===== config.mk =====
export PLATFORM = sky130hd
export DESIGN_NAME = relocation_table_decoder
export DESIGN_NICKNAME = d
export VERILOG_FILES = /design/src/sv/rtd_pkg.sv /design/src/sv/rtd_front.sv /design/src/sv/rtd_queue.sv /design/src/sv/rtd_back.sv /design/src/sv/relocation_table_decoder.sv
export SDC_FILE = /design/constraint.sdc
export NUM_CORES = 1
export LEC_CHECK = 0
export BUFFER_PORTS_ARGS = -buffer_cell sky130_fd_sc_hd__buf_2
export CORE_MARGIN = 2
export CORE_UTILIZATION = 56
export CTS_CLUSTER_SIZE = 40
export DETAILED_ROUTE_END_ITERATION = 8
export PLACE_DENSITY = 0.77
export REMOVE_ABC_BUFFERS = 1
export SLEW_MARGIN = 20
export SYNTH_ARGS = -nofsm -noshare
export SYNTH_HDL_FRONTEND = slang
export SYNTH_HIERARCHICAL = 1
export SYNTH_SLANG_ARGS = --single-unit

===== constraint.sdc =====
create_clock -name clk -period 5.4 [get_ports clk]
set_clock_uncertainty 0.1 [all_clocks]
set_input_delay 1.62 -clock clk [delete_from_list [all_inputs] [get_ports clk]]
set_output_delay 1.62 -clock clk [all_outputs]
set_load 0.01 [all_outputs]

===== src/sv/rtd_pkg.sv =====
// Shared types and constants for the relocation table decoder.
`timescale 1ns / 1ps

package rtd_pkg;

    localparam int QueueDepth  = 4;
    localparam int QueuePtrW   = $clog2(QueueDepth);
    localparam int QueueCountW = $clog2(QueueDepth + 1);

    localparam logic [31:0] HeaderLastIndex = 32'd3;
    localparam logic [31:0] OffsetStep      = 32'd254;
    localparam logic [31:0] SkipMarker      = 32'd1;

    typedef enum logic [1:0] {
        RUN_IDLE,
        RUN_ACTIVE,
        RUN_STOPPED
    } run_status_t;

    typedef enum logic [1:0] {
        KIND_PATCH,
        KIND_DONE,
        KIND_ERROR
    } result_kind_t;

    typedef enum logic [1:0] {
        ERR_NONE,
        ERR_ODD,
        ERR_LIMIT,
        ERR_OVERRUN
    } error_code_t;

    typedef enum logic [1:0] {
        CFG_SECTION_END_LIMIT,
        CFG_TABLE_LENGTH,
        CFG_RELOCATION_BASE
    } cfg_index_t;

    typedef struct packed {
        result_kind_t kind;
        logic [31:0]  offset;
        logic         enable;
        error_code_t  error;
    } result_t;

endpackage


===== src/sv/rtd_front.sv =====
// Front end: configuration registers, table byte decoding and result classification.
`timescale 1ns / 1ps

module rtd_front (
    input  logic             clk,
    input  logic             rst_n,
    input  logic             cfg_we,
    input  logic [1:0]       cfg_index,
    input  logic [31:0]      cfg_data,
    input  logic             in_valid,
    output logic             in_ready,
    input  logic [7:0]       in_byte,
    input  logic             in_first,
    input  logic             q_full,
    output logic             push,
    output rtd_pkg::result_t push_data
);
    import rtd_pkg::*;

    logic [31:0] section_end_limit_reg;
    logic [31:0] table_length_reg;
    logic [31:0] relocation_base_reg;

    run_status_t status_reg, status_next;
    logic [31:0] byte_index_reg, byte_index_next;
    logic [31:0] running_offset_reg, running_offset_next;
    logic [23:0] header_shift_reg, header_shift_next;

    logic        go;
    logic [31:0] eff_index;
    logic [23:0] eff_shift;
    logic        is_header_end;
    logic [31:0] add_operand;
    logic [31:0] add_base;
    logic [31:0] add_step;
    logic [31:0] sum;
    logic        ev_empty, ev_header, tail, ev_overrun, body;
    logic        ev_end, ev_num, ev_odd, ev_limit, ev_patch, stop;

    always_ff @(posedge clk or negedge rst_n)
    begin
        if (!rst_n)
        begin
            section_end_limit_reg <= '0;
            table_length_reg      <= '0;
            relocation_base_reg   <= '0;
        end
        else if (cfg_we)
        begin
            case (cfg_index)
                CFG_SECTION_END_LIMIT: section_end_limit_reg <= cfg_data;
                CFG_TABLE_LENGTH:      table_length_reg      <= cfg_data;
                CFG_RELOCATION_BASE:   relocation_base_reg   <= cfg_data;
                default:               ;
            endcase
        end
    end

    assign in_ready = !q_full;
    assign go = in_valid && in_ready && (in_first || (status_reg == RUN_ACTIVE));

    assign eff_index     = in_first ? '0 : byte_index_reg;
    assign eff_shift     = in_first ? '0 : header_shift_reg;
    assign is_header_end = (eff_index == HeaderLastIndex);
    assign add_operand   = is_header_end ? {eff_shift, in_byte} : {24'd0, in_byte};
    assign add_base      = is_header_end ? '0 : running_offset_reg;
    assign add_step      = (add_operand == SkipMarker) ? OffsetStep : add_operand;
    assign sum           = add_base + add_step;

    assign ev_empty   = go && in_first && (table_length_reg == '0);
    assign ev_header  = go && !ev_empty && (eff_index < HeaderLastIndex);
    assign tail       = go && !ev_empty && !(eff_index < HeaderLastIndex);
    assign ev_overrun = tail && !is_header_end && (eff_index >= table_length_reg);
    assign body       = tail && !ev_overrun;
    assign ev_end     = body && (add_operand == '0);
    assign ev_num     = body && (add_operand != '0) && (add_operand != SkipMarker);
    assign ev_odd     = ev_num && sum[0];
    assign ev_limit   = ev_num && !sum[0] && (sum > section_end_limit_reg);
    assign ev_patch   = ev_num && !sum[0] && !(sum > section_end_limit_reg);
    assign stop       = ev_empty || ev_overrun || ev_end || ev_odd || ev_limit;

    always_comb
    begin
        status_next = status_reg;
        if (go)
        begin
            status_next = stop ? RUN_STOPPED : RUN_ACTIVE;
        end
    end

    always_comb
    begin
        byte_index_next     = byte_index_reg;
        running_offset_next = running_offset_reg;
        header_shift_next   = header_shift_reg;
        push                = 1'b0;
        push_data.kind      = KIND_DONE;
        push_data.offset    = '0;
        push_data.enable    = 1'b0;
        push_data.error     = ERR_NONE;

        if (go && in_first)
        begin
            byte_index_next     = '0;
            running_offset_next = '0;
            header_shift_next   = '0;
        end
        if (ev_header)
        begin
            header_shift_next = {eff_shift[15:0], in_byte};
        end
        if (ev_header || body)
        begin
            byte_index_next = eff_index + 32'd1;
        end
        if (body && !ev_end)
        begin
            running_offset_next = sum;
        end

        if (ev_empty || ev_end)
        begin
            push = 1'b1;
        end
        else if (ev_overrun)
        begin
            push             = 1'b1;
            push_data.kind   = KIND_ERROR;
            push_data.offset = running_offset_reg;
            push_data.error  = ERR_OVERRUN;
        end
        else if (ev_odd)
        begin
            push             = 1'b1;
            push_data.kind   = KIND_ERROR;
            push_data.offset = sum;
            push_data.error  = ERR_ODD;
        end
        else if (ev_limit)
        begin
            push             = 1'b1;
            push_data.kind   = KIND_ERROR;
            push_data.offset = sum;
            push_data.error  = ERR_LIMIT;
        end
        else if (ev_patch)
        begin
            push             = 1'b1;
            push_data.kind   = KIND_PATCH;
            push_data.offset = sum;
            push_data.enable = (relocation_base_reg != '0);
        end
    end

    always_ff @(posedge clk or negedge rst_n)
    begin
        if (!rst_n)
        begin
            status_reg         <= RUN_IDLE;
            byte_index_reg     <= '0;
            running_offset_reg <= '0;
            header_shift_reg   <= '0;
        end
        else
        begin
            status_reg         <= status_next;
            byte_index_reg     <= byte_index_next;
            running_offset_reg <= running_offset_next;
            header_shift_reg   <= header_shift_next;
        end
    end

endmodule


===== src/sv/rtd_queue.sv =====
// Short result queue between the decoding front end and the output stage.
`timescale 1ns / 1ps

module rtd_queue (
    input  logic             clk,
    input  logic             rst_n,
    input  logic             push,
    input  rtd_pkg::result_t push_data,
    output logic             full,
    input  logic             pop,
    output logic             not_empty,
    output rtd_pkg::result_t pop_data
);
    import rtd_pkg::*;

    result_t                entries_reg [QueueDepth];
    logic [QueuePtrW-1:0]   wr_ptr_reg, wr_ptr_next;
    logic [QueuePtrW-1:0]   rd_ptr_reg, rd_ptr_next;
    logic [QueueCountW-1:0] count_reg, count_next;

    assign full      = (count_reg == QueueCountW'(QueueDepth));
    assign not_empty = (count_reg != '0);
    assign pop_data  = entries_reg[rd_ptr_reg];

    always_comb
    begin
        wr_ptr_next = push ? wr_ptr_reg + QueuePtrW'(1) : wr_ptr_reg;
        rd_ptr_next = pop ? rd_ptr_reg + QueuePtrW'(1) : rd_ptr_reg;
        count_next  = count_reg;
        if (push && !pop)
        begin
            count_next = count_reg + QueueCountW'(1);
        end
        else if (!push && pop)
        begin
            count_next = count_reg - QueueCountW'(1);
        end
    end

    always_ff @(posedge clk)
    begin
        if (push)
        begin
            entries_reg[wr_ptr_reg] <= push_data;
        end
    end

    always_ff @(posedge clk or negedge rst_n)
    begin
        if (!rst_n)
        begin
            wr_ptr_reg <= '0;
            rd_ptr_reg <= '0;
            count_reg  <= '0;
        end
        else
        begin
            wr_ptr_reg <= wr_ptr_next;
            rd_ptr_reg <= rd_ptr_next;
            count_reg  <= count_next;
        end
    end

endmodule


===== src/sv/rtd_back.sv =====
// Back end: output register that presents queued results on the master stream.
`timescale 1ns / 1ps

module rtd_back (
    input  logic             clk,
    input  logic             rst_n,
    input  logic             q_not_empty,
    input  rtd_pkg::result_t q_data,
    output logic             pop,
    output logic             out_valid,
    input  logic             out_ready,
    output rtd_pkg::result_t out_data
);
    import rtd_pkg::*;

    logic    valid_reg, valid_next;
    result_t data_reg;

    assign pop = q_not_empty && (!valid_reg || out_ready);

    always_comb
    begin
        valid_next = valid_reg;
        if (pop)
        begin
            valid_next = 1'b1;
        end
        else if (out_ready)
        begin
            valid_next = 1'b0;
        end
    end

    always_ff @(posedge clk or negedge rst_n)
    begin
        if (!rst_n)
        begin
            valid_reg <= 1'b0;
        end
        else
        begin
            valid_reg <= valid_next;
        end
    end

    always_ff @(posedge clk)
    begin
        if (pop)
        begin
            data_reg <= q_data;
        end
    end

    assign out_valid = valid_reg;
    assign out_data  = data_reg;

endmodule


===== src/sv/relocation_table_decoder.sv =====
// Top level of the relocation table decoder with stream ports and configuration port.
// Path: a result is written into the result queue when its byte is accepted and is then
// registered in the output register, which presents it on the master side.
// Throughput: one table byte per cycle; the slave side stalls only while the
// four-entry result queue is full.
// Reset: asynchronous and active low; clears the configuration registers, the
// decoder state (idle, awaiting a first byte), the queue and the output valid flag.
`timescale 1ns / 1ps

module relocation_table_decoder (
    input  logic        clk,
    input  logic        rst_n,
    input  logic        cfg_we,
    input  logic [1:0]  cfg_index,
    input  logic [31:0] cfg_data,
    input  logic        s_axis_tvalid,
    output logic        s_axis_tready,
    input  logic [7:0]  s_axis_tdata,   // [7:0] table_byte
    input  logic        s_axis_tuser,   // [0] first_of_table
    output logic        m_axis_tvalid,
    input  logic        m_axis_tready,
    output logic [39:0] m_axis_tdata,   // [31:0] patch_offset, [32] patch_enable,
                                        // [34:33] error_code, [39:35] zero
    output logic [1:0]  m_axis_tuser    // [1:0] result_kind
);
    import rtd_pkg::*;

    logic    push;
    result_t push_data;
    logic    q_full;
    logic    pop;
    logic    q_not_empty;
    result_t q_data;
    result_t out_data;

    rtd_front u_front (
        .clk       (clk),
        .rst_n     (rst_n),
        .cfg_we    (cfg_we),
        .cfg_index (cfg_index),
        .cfg_data  (cfg_data),
        .in_valid  (s_axis_tvalid),
        .in_ready  (s_axis_tready),
        .in_byte   (s_axis_tdata),
        .in_first  (s_axis_tuser),
        .q_full    (q_full),
        .push      (push),
        .push_data (push_data)
    );

    rtd_queue u_queue (
        .clk       (clk),
        .rst_n     (rst_n),
        .push      (push),
        .push_data (push_data),
        .full      (q_full),
        .pop       (pop),
        .not_empty (q_not_empty),
        .pop_data  (q_data)
    );

    rtd_back u_back (
        .clk         (clk),
        .rst_n       (rst_n),
        .q_not_empty (q_not_empty),
        .q_data      (q_data),
        .pop         (pop),
        .out_valid   (m_axis_tvalid),
        .out_ready   (m_axis_tready),
        .out_data    (out_data)
    );

    assign m_axis_tdata = {5'd0, out_data.error, out_data.enable, out_data.offset};
    assign m_axis_tuser = out_data.kind;

endmodule

== Word-level counts from Yosys, hierarchy flattened ==
Memory sizes are Yosys's and may differ from the RTL's. A register that Yosys moved wholly into a read port is not among the register bits.
Cells that the tools add are included.

* Input bits: 48
* Bits in writable memories: 148
* Output and inout port bits: 44
* Bits in registers: 194
* Memories kept: 1

* Add/sub/neg operators: 6
* Eq/ne operators: 7
* Mux-type cells: 33
* $lt $le $gt $ge: 3
* Reduce and logical (&&, ||, !) cells: 54

{| class="wikitable"
|+ Memory list
! memory !! words !! width !! rd ports !! clocked after Yosys merged registers in !! wr ports !! line !! RTL
|-
| u_queue.entries_reg || 4 || 37 || 1 || 1 || 1 || rtd_queue.sv:16 || <nowiki>result_t entries_reg [QueueDepth];</nowiki>
|}

{| class="wikitable"
|+ Operator list
! operator !! count
|-
| 32-bit 2-to-1 mux || 7
|-
| 34-bit 2-to-1 mux || 4
|-
| 24-bit 2-to-1 mux || 3
|-
| 32-bit zero test || 2
|-
| 32-bit nonzero test || 2
|-
| 37-bit 2-to-1 mux || 1
|-
| 32-bit by 1-bit adder with 32-bit output (second input constant) || 1
|-
| 32-bit adder || 1
|-
| 32-bit by 1-bit == test with 1-bit output (second input constant) || 1
|-
| 32-bit by 2-bit == test with 1-bit output (second input constant) || 1
|-
| 32-bit >= comparator || 1
|-
| 32-bit greater-than comparator || 1
|-
| 32-bit by 2-bit < comparator with 1-bit output (second input constant) || 1
|-
| 32-bit by 1-bit inequality test with 1-bit output (second input constant) || 1
|-
| 1-bit logical AND || 21
|-
| 1-bit 2-to-1 mux || 12
|-
| 1-bit zero test || 11
|-
| 2-bit nonzero test || 5
|-
| 1-bit logical OR || 8
|-
| 2-bit 2-to-1 mux || 4
|-
| 3-bit 2-to-1 mux || 2
|-
| 2-bit AND reduction || 3
|-
| 2-bit by 1-bit adder with 2-bit output (second input constant) || 2
|-
| 2-bit by 1-bit == test with 1-bit output (second input constant) || 2
|-
| other kinds (6) || 6
|}

== Depth between registers and ports, before layout ==
Gate-level depths: netlist of run 1.

* Depth after elaboration: 26
* Depth in mapped cells: 31
* Mapped depth without buffers: 27

== Cells and area by module ==
Netlist of run 1, hierarchy kept.

{| class="wikitable"
|+ Modules (own cells, without submodules)
! module !! seq. area each (sq um) !! instances !! area an instance (sq um) !! cells an instance
|-
| rtd_front || 4654.5 || 1 || 12091.6 || 1341
|-
| rtd_queue || 4619.4 || 1 || 5725.5 || 227
|-
| rtd_back || 1136.1 || 1 || 1154.9 || 41
|-
| relocation_table_decoder || 0.0 || 1 || 41.3 || 6
|}

== Worst setup path after synthesis of run 1 ==
No wires, ideal clock.

* Path type: input port to flip-flop
* Start point: input port s_axis_tuser
* End point: memory u_queue/entries_reg[0][1] in the netlist's numbering (data pin)
* Setup slack: -2.018 ns
* Stages: 28
* Library setup time: 0.148 ns
* Buffers on the path: 5
* Arrival: 7.170 ns
* Path through: clkbuf_1 > clkbuf_1 > clkbuf_1 > clkbuf_1 > nor2b_1 > ha_1 > or4b_1 > a31oi_1 > clkbuf_1 > and2_1 > ha_1 > and3_1 > a31o_1 > a2111oi_0 > o21ai_1 > a21oi_1 > a21oi_1 > o221ai_1 > xnor2_1 > ha_1 > nand4_1 > nor3_1 > and3_1 > o211ai_1 > o211ai_1 > o21ai_0 > or3_1 > nand2b_1

{| class="wikitable"
|+ RTL lines
! item !! line !! RTL
|-
| start, declared || relocation_table_decoder.sv:19 || <nowiki>input logic s_axis_tuser,</nowiki>
|-
| end, declared || rtd_queue.sv:16 ||
|}

== Worst setup path in the final report of run 1 ==
* Start point: input port s_axis_tuser
* End point: register u_front.status_reg[1]

* Word-level cells in the longest chain between the ends: 17
* Elaborated cells between the ends (all ways): 39
* Those cells by class: 1 x add/sub; 3 x order compare; 3 x eq/ne; 6 x mux; 26 x reduce/logical

{| class="wikitable"
|+ Ends and longest elaborated chain
! item !! line !! RTL
|-
| branches (longest 17 deep; another with 32-bit adder) || n/a ||
|-
| end signal, assigned || rtd_front.sv:166 || <nowiki>status_reg <= status_next;</nowiki>
|-
| end, declared || rtd_front.sv:24 || <nowiki>run_status_t status_reg, status_next;</nowiki>
|}

Several ways; the timed one is not identified.
A chain may end at the register's enable or synchronous reset.

==> results_dict.tcl, run 1 <==
set metrics [dict create \
    fmax_ghz 0.159 \
    path_clk_slew_ns 0.06 \
    core.rowCount 67 \
    synth_warnings 6 \
    grt_pass1_wl_microns 76400 \
    tritoncts "done" \
    post-dp-hpwl_microns 32600 \
    dieArea_sq_mm 0.0354 \
    synth.distinct_cells 75 \
    core_sq_mm 0.0334 \
    drive_above_1_share_pct 33.2 \
    vdd_drop_max_mv 0.267 \
    regArea_sq_mm 0.0104 \
    cts_made_buffers 40 \
    violations "negative setup slack" \
    ys_async_sr_fraction_pct 51.2 \
    syn_inst 1615 \
    start_util_pct 56.8 \
    vias 14200 \
    crit_slowest_cell "or4b_4" \
    grt_pass1_vias 14500 \
    yosys.area.top_type_share_pct 29.2 \
    fin_crit_ns 6.30 \
    firstDrtPassIters 5 \
    final_cell_mix "buf_4, dfrtp_1, edfxtp_1" \
    crit_type "input port to flip-flop" \
    pwr_density_cell_mw_per_mm2 363 \
    path_max_fanout 6 \
    clock_sinks 379 \
    maxSlewViolCount 0 \
    max_stage_delay_ns 0.51 \
    drt_iter0_markers 1116 \
    gp_congestion 0.931 \
    crit_required_ns 5.67 \
    slew_headroom_pct 46.6 \
    fin_crit_sh_pct 117 \
    grt-ovfl-total 0 \
    end_kind "flip-flop" \
    largest_register_ffs 148 \
    arrival_ns 6.57 \
    layout_commonest_cell "buf_4" \
    power_leakage_nw 10.6 \
    setup_viol_count_final 14 \
    fp.dieW_microns 188 \
    io_buffers 86 \
    start_kind "input port" \
    synth-edff-count 185 \
    worst_pin_slew_ns 0.800 \
    dieHeight_microns 188 \
    syn_to_final_growth_pct 26.9 \
    synth_seq_cells 379 \
    routedWlPerCell_microns 19.5 \
    setup_tns_ns -11.50 \
    hold_viol 0 \
    ctsRootBufferMaster "clkbuf_16" \
    nFillCells 2265 \
    insertion_delay_ns 0.53 \
    multiInputGateArea_sq_mm 0.00872 \
    fin_nets 2122 \
    total_power_mw 8.75 \
    synth_area_leaders "edfxtp_1, dfrtp_1, ha_1, mux4_2, mux2_2" \
    antenna_found_initial 1 \
    syn_area_sq_mm 0.0190 \
    drc 0 \
    synth_top_cell_by_area "edfxtp_1" \
    drt-total-wl_microns 47700 \
    cap_viol_max_count 0 \
    syn_avg_cell_area_sq_um 11.8 \
    rsz0062_at_grt "true" \
    avgViaCountPerCell 5.79 \
    hold_class "flip-flop to flip-flop" \
    yosys_most_used_dff "dfrtp_1" \
    ios 92 \
    ys_seq_area_share_pct 54.8 \
    h-tree-depth 2 \
    ant_nets 0 \
    track_usage_pct 27.3 \
    grt_max_degree 88 \
    status "complete, but fails checks" \
    fin_ws_ns -0.900 \
    cts_buffer_depth 3 \
]
[Yosys cell counts, drive strengths merged, types with 4 or more instances]
cell / count
o211ai: 4
a21oi: 43
nand2: 173
or2: 6
clkbuf: 37
and3: 16
a21o: 26
a211oi: 5
edfxtp: 185
ha: 101
mux4: 37
o21ai: 116
nand3: 44
a31oi: 7
nor2b: 35
nor4: 38
buf: 28
nor2: 65
dfrtp: 194
nand4: 27
o21a: 5
xnor2: 28
a31o: 5
o2bb2ai: 5
mux2i: 18
a22o: 28
mux2: 67
and2: 62
nor3: 23
inv: 94
xor2: 17
nand2b: 19
[worst max-delay path: cells and delay by family]
kind            cells  cell delay (ns)
buf+inv             5             0.59
simple gates        9             1.69
compound gates     11             1.84
xor+xnor            1             0.18
fa+ha+maj           3             0.64
[timing repair]
action                     in CTS  in global routing
resized for setup             100                 43
setup endpoints to repair      26                 15
hold buffers                    0                  0
buffers inserted               12                 13
pin swaps                      52                 64
cloned                          0                  0
[path summary, 6_finish.rpt]
kind,start,endpoint,slack (ns),cells after the start
max,s_axis_tuser,u_front/status_reg[1]$_DFFE_PN0P_,-0.90,29
min,u_queue/count_reg[2]$_DFFE_PN0P_,u_queue/count_reg[2]$_DFFE_PN0P_,0.39,1
max reg2reg,u_front/byte_index_reg[14]$_DFFE_PN0P_,u_front/status_reg[1]$_DFFE_PN0P_,-0.52,28
min reg2reg,u_queue/count_reg[2]$_DFFE_PN0P_,u_queue/count_reg[2]$_DFFE_PN0P_,0.39,1
max in group asynchronous,rst_n,u_front/header_shift_reg[17]$_DFFE_PN0P_,3.12,2
min in group asynchronous,rst_n,u_front/byte_index_reg[27]$_DFFE_PN0P_,1.07,1
[area by class of cell]
class                      count  area share [%]
antenna                        1          0.0104
timing repair buffer         375            11.4
clock inverter                15           0.835
multi-input combinational   1081            36.1
inverter                      94            1.46
tap                          448            2.32
clock buffer                  55            4.64
sequential                   379            43.2
[power by group]
group / total [mW] / leakage [nW] / internal [mW] / switching [mW]
logic: 2.26 / 5.86 / 1.07 / 1.19
registers: 3.72 / 4.13 / 3.50 / 0.221
clock network: 2.78 / 0.652 / 1.68 / 1.09
total: 8.75 / 10.6 / 6.25 / 2.50
[logic make-up after synthesis]
kind of cell             count (synthesis)  share of synthesized area, %
buffers and inverters                  159                          3.48
flip-flops                             379                          54.8
adder cells (fa/ha/maj)                103                          6.86
other                                    1                        0.0197
multiplexers                           122                          9.30
AND/OR/NAND/NOR                        524                          14.0
AO/OA/AOI/OAI                          282                          9.55
XOR/XNOR                                45                          2.07
[through the flow]
step / area (sq um) / std cells / utilization [%] / hold slack, ns / worst slack, ns
final: 24100 / 2448 / 72.1 / 0.392 / -0.900
after global routing: 24100 / 2447 / 72.1 / 0.403 / -1.09
after CTS: 23800 / 2434 / 71.2 / 0.388 / -0.869
after detailed placement: 21800 / 2354 / 65.3 / 0.377 / -2.12
after global placement: 21800 / 2354 / 65.3 / 0.362 / -1.95
after floorplan: 18700 / 1554 / - / 0.347 / -1.52
[per-layer routing]
metal	global-route usage [%]	routed length, microns	part of all wire, %	vias to the layer above
met1	35.2	19600	41	7013
met3	4.38	2820	5.9	100
li1	-	-	-	6608
met2	46.6	23600	49	445
met5	0	0	0	-
met4	10.5	1690	3.5	0
(Power assumes the default switching activity.)
==> run 2: changes to the inputs <==
--- a/config.mk
+++ b/config.mk
@@ -11,7 +11,6 @@
 export CTS_CLUSTER_SIZE = 40
 export DETAILED_ROUTE_END_ITERATION = 8
 export PLACE_DENSITY = 0.77
-export REMOVE_ABC_BUFFERS = 1
 export SLEW_MARGIN = 20
 export SYNTH_ARGS = -nofsm -noshare
 export SYNTH_HDL_FRONTEND = slang
==> run 2 against run 1 <==
Net effect:
- the flow still finishes with violations (negative setup slack)
- highest routed layer unchanged
- non-clock buffer count down 6
- largest cell class unchanged
- combinational power about the same
- sequential power up 2%
- critical endpoint is now u_queue/entries_reg[1][36]$_DFFE_PP_
- critical path depth down 1
- via count up 0.43%
- clock power about the same
==> results_dict.tcl, run 2 (synthesized netlist as in run 1, its figures left out) <==
set metrics [dict create \
    fin_crit_ns 6.22 \
    crit_type "input port to flip-flop" \
    grt-ovfl-total 0 \
    grt_pass1_wl_microns 80300 \
    crit_slowest_cell "or4b_4" \
    slew_headroom_pct 31.4 \
    insertion_delay_ns 0.55 \
    drc 0 \
    fmax_ghz 0.161 \
    cts_made_buffers 39 \
    max_stage_delay_ns 0.51 \
    track_usage_pct 29.3 \
    holdBufCountCts 0 \
    fin_ws_ns -0.817 \
    core.rowCount 67 \
    ios 92 \
    fp.dieW_microns 188 \
    ctsRootBufferMaster "clkbuf_16" \
    io_buffers 86 \
    cts_buffer_depth 3 \
    drt-total-wl_microns 51600 \
    routedWlPerCell_microns 21.1 \
    postLayoutCoreUtil_pct 71.8 \
    maxSlewViolCount 0 \
    crit_required_ns 5.71 \
    setup_tns_ns -13.75 \
    rsz0062_at_grt "true" \
    hold_class "flip-flop to flip-flop" \
    dieHeight_microns 188 \
    violations "negative setup slack" \
    dp_cells 2338 \
    fin_cells 2443 \
    antenna_found_initial 0 \
    grt_pass1_vias 14400 \
    start_kind "input port" \
    h-tree-depth 2 \
    ant_nets 0 \
    clock_sinks 379 \
    final_cell_mix "buf_4, dfrtp_1, edfxtp_1" \
    core_sq_mm 0.0334 \
    dieArea_sq_mm 0.0354 \
    drt_iter0_markers 1034 \
    hold_viol 0 \
    end_kind "flip-flop" \
    path_max_fanout 7 \
    gp_congestion 0.952 \
    arrival_ns 6.52 \
    layout_commonest_cell "buf_4" \
    fin_crit_sh_pct 115 \
    status "complete, but fails checks" \
    worst_pin_slew_ns 1.03 \
    drive_above_1_share_pct 32.7 \
    grt_max_degree 126 \
    pwr_density_cell_mw_per_mm2 367 \
    tritoncts "done" \
    power_leakage_nw 10.6 \
    post-dp-hpwl_microns 37300 \
    critPathBufInv 5 \
    syn_to_final_growth_pct 26.3 \
    avgViaCountPerCell 5.82 \
    antenna_cells 0 \
    cap_viol_max_count 0 \
    crit_family "simple AND/OR/NAND/NOR gates" \
    firstDrtPassIters 5 \
    setup_viol_count_final 18 \
    vias 14200 \
    path_clk_slew_ns 0.06 \
    vdd_drop_max_mv 0.357 \
    fin_nets 2115 \
    start_util_pct 56.8 \
    largest_register_ffs 148 \
]
==> run 2: cell types whose count changed in the layout (fill, tap and decap cells not counted), moves of 4 or more <==
cell	delta
buf_4	-9
and2_1	-5
and2_2	+4
ha_1	+4
==> run 2: repair_timing <==
item | in CTS | in global routing
buffers inserted | 29 | 6
pin swaps | 27 | 25
gates resized for setup | 60 | 29
setup endpoints to repair | 14 | 19
endpoints found under the hold margin | 0 | 0
==> run 2: stage by stage <==
stage	instance area, sq um	hold WS [ns]	worst slack (ns)	power, mW
floorplan	19300	0.339	-1.29	5.07
global placement	22000	0.356	-1.40	5.86
detailed placement	22000	0.366	-1.57	5.97
CTS	23800	0.390	-0.658	8.84
global route	24000	0.395	-1.09	9.21
finish	24000	0.394	-0.817	8.82
==> run 2: layer usage <==
metal  global-route usage [%]  part of all wire (%)  wire, microns
met4                     10.1                   3.5           1800
met5                        0                     0              0
met2                     51.6                    51          26200
met1                     37.5                    41          21100
met3                     3.71                   4.9           2510
==> run 2: worst paths after layout <==
check / startpoint / end / slack, ns / cells after the start
max: s_axis_tuser / u_queue/entries_reg[1][36]$_DFFE_PP_ / -0.82 / 28
min: u_queue/count_reg[2]$_DFFE_PN0P_ / u_queue/count_reg[2]$_DFFE_PN0P_ / 0.39 / 1
max reg2reg: u_front/byte_index_reg[30]$_DFFE_PN0P_ / u_queue/entries_reg[1][36]$_DFFE_PP_ / -0.57 / 28
min reg2reg: u_queue/count_reg[2]$_DFFE_PN0P_ / u_queue/count_reg[2]$_DFFE_PN0P_ / 0.39 / 1
max in group asynchronous: rst_n / u_front/table_length_reg[8]$_DFFE_PN0P_ / 3.14 / 2
min in group asynchronous: rst_n / u_front/running_offset_reg[13]$_DFFE_PN0P_ / 1.05 / 1
==> run 2: report_power, final <==
group / internal (mW) / switching (mW) / total (mW)
Sequential: 3.50 / 0.280 / 3.78
Combinational: 1.04 / 1.19 / 2.23
Clock: 1.68 / 1.13 / 2.81
Total: 6.22 / 2.60 / 8.82
==> run 2: area by class of cell <==
cell class | count | area, sq um
Clock inverter | 18 | 240
Sequential cell | 379 | 10400
Fill cell | 2269 | 9430
Inverter | 94 | 353
Clock buffer | 54 | 1100
Multi-Input combinational cell | 1081 | 8610
Tap cell | 448 | 561
Timing Repair Buffer | 369 | 2740
==> run 2: worst reg2reg max path, delay by kind of cell (launching register included) <==
| kind | cells | cell delay, ns |
|---|---|---|
| XOR/XNOR | 1 | 0.18 |
| AND/OR/NAND/NOR | 12 | 2.80 |
| flip-flops | 1 | 0.39 |
| adder cells (fa/ha/maj) | 2 | 0.52 |
| AO/OA/AOI/OAI | 8 | 1.24 |
| buffers and inverters | 5 | 0.60 |
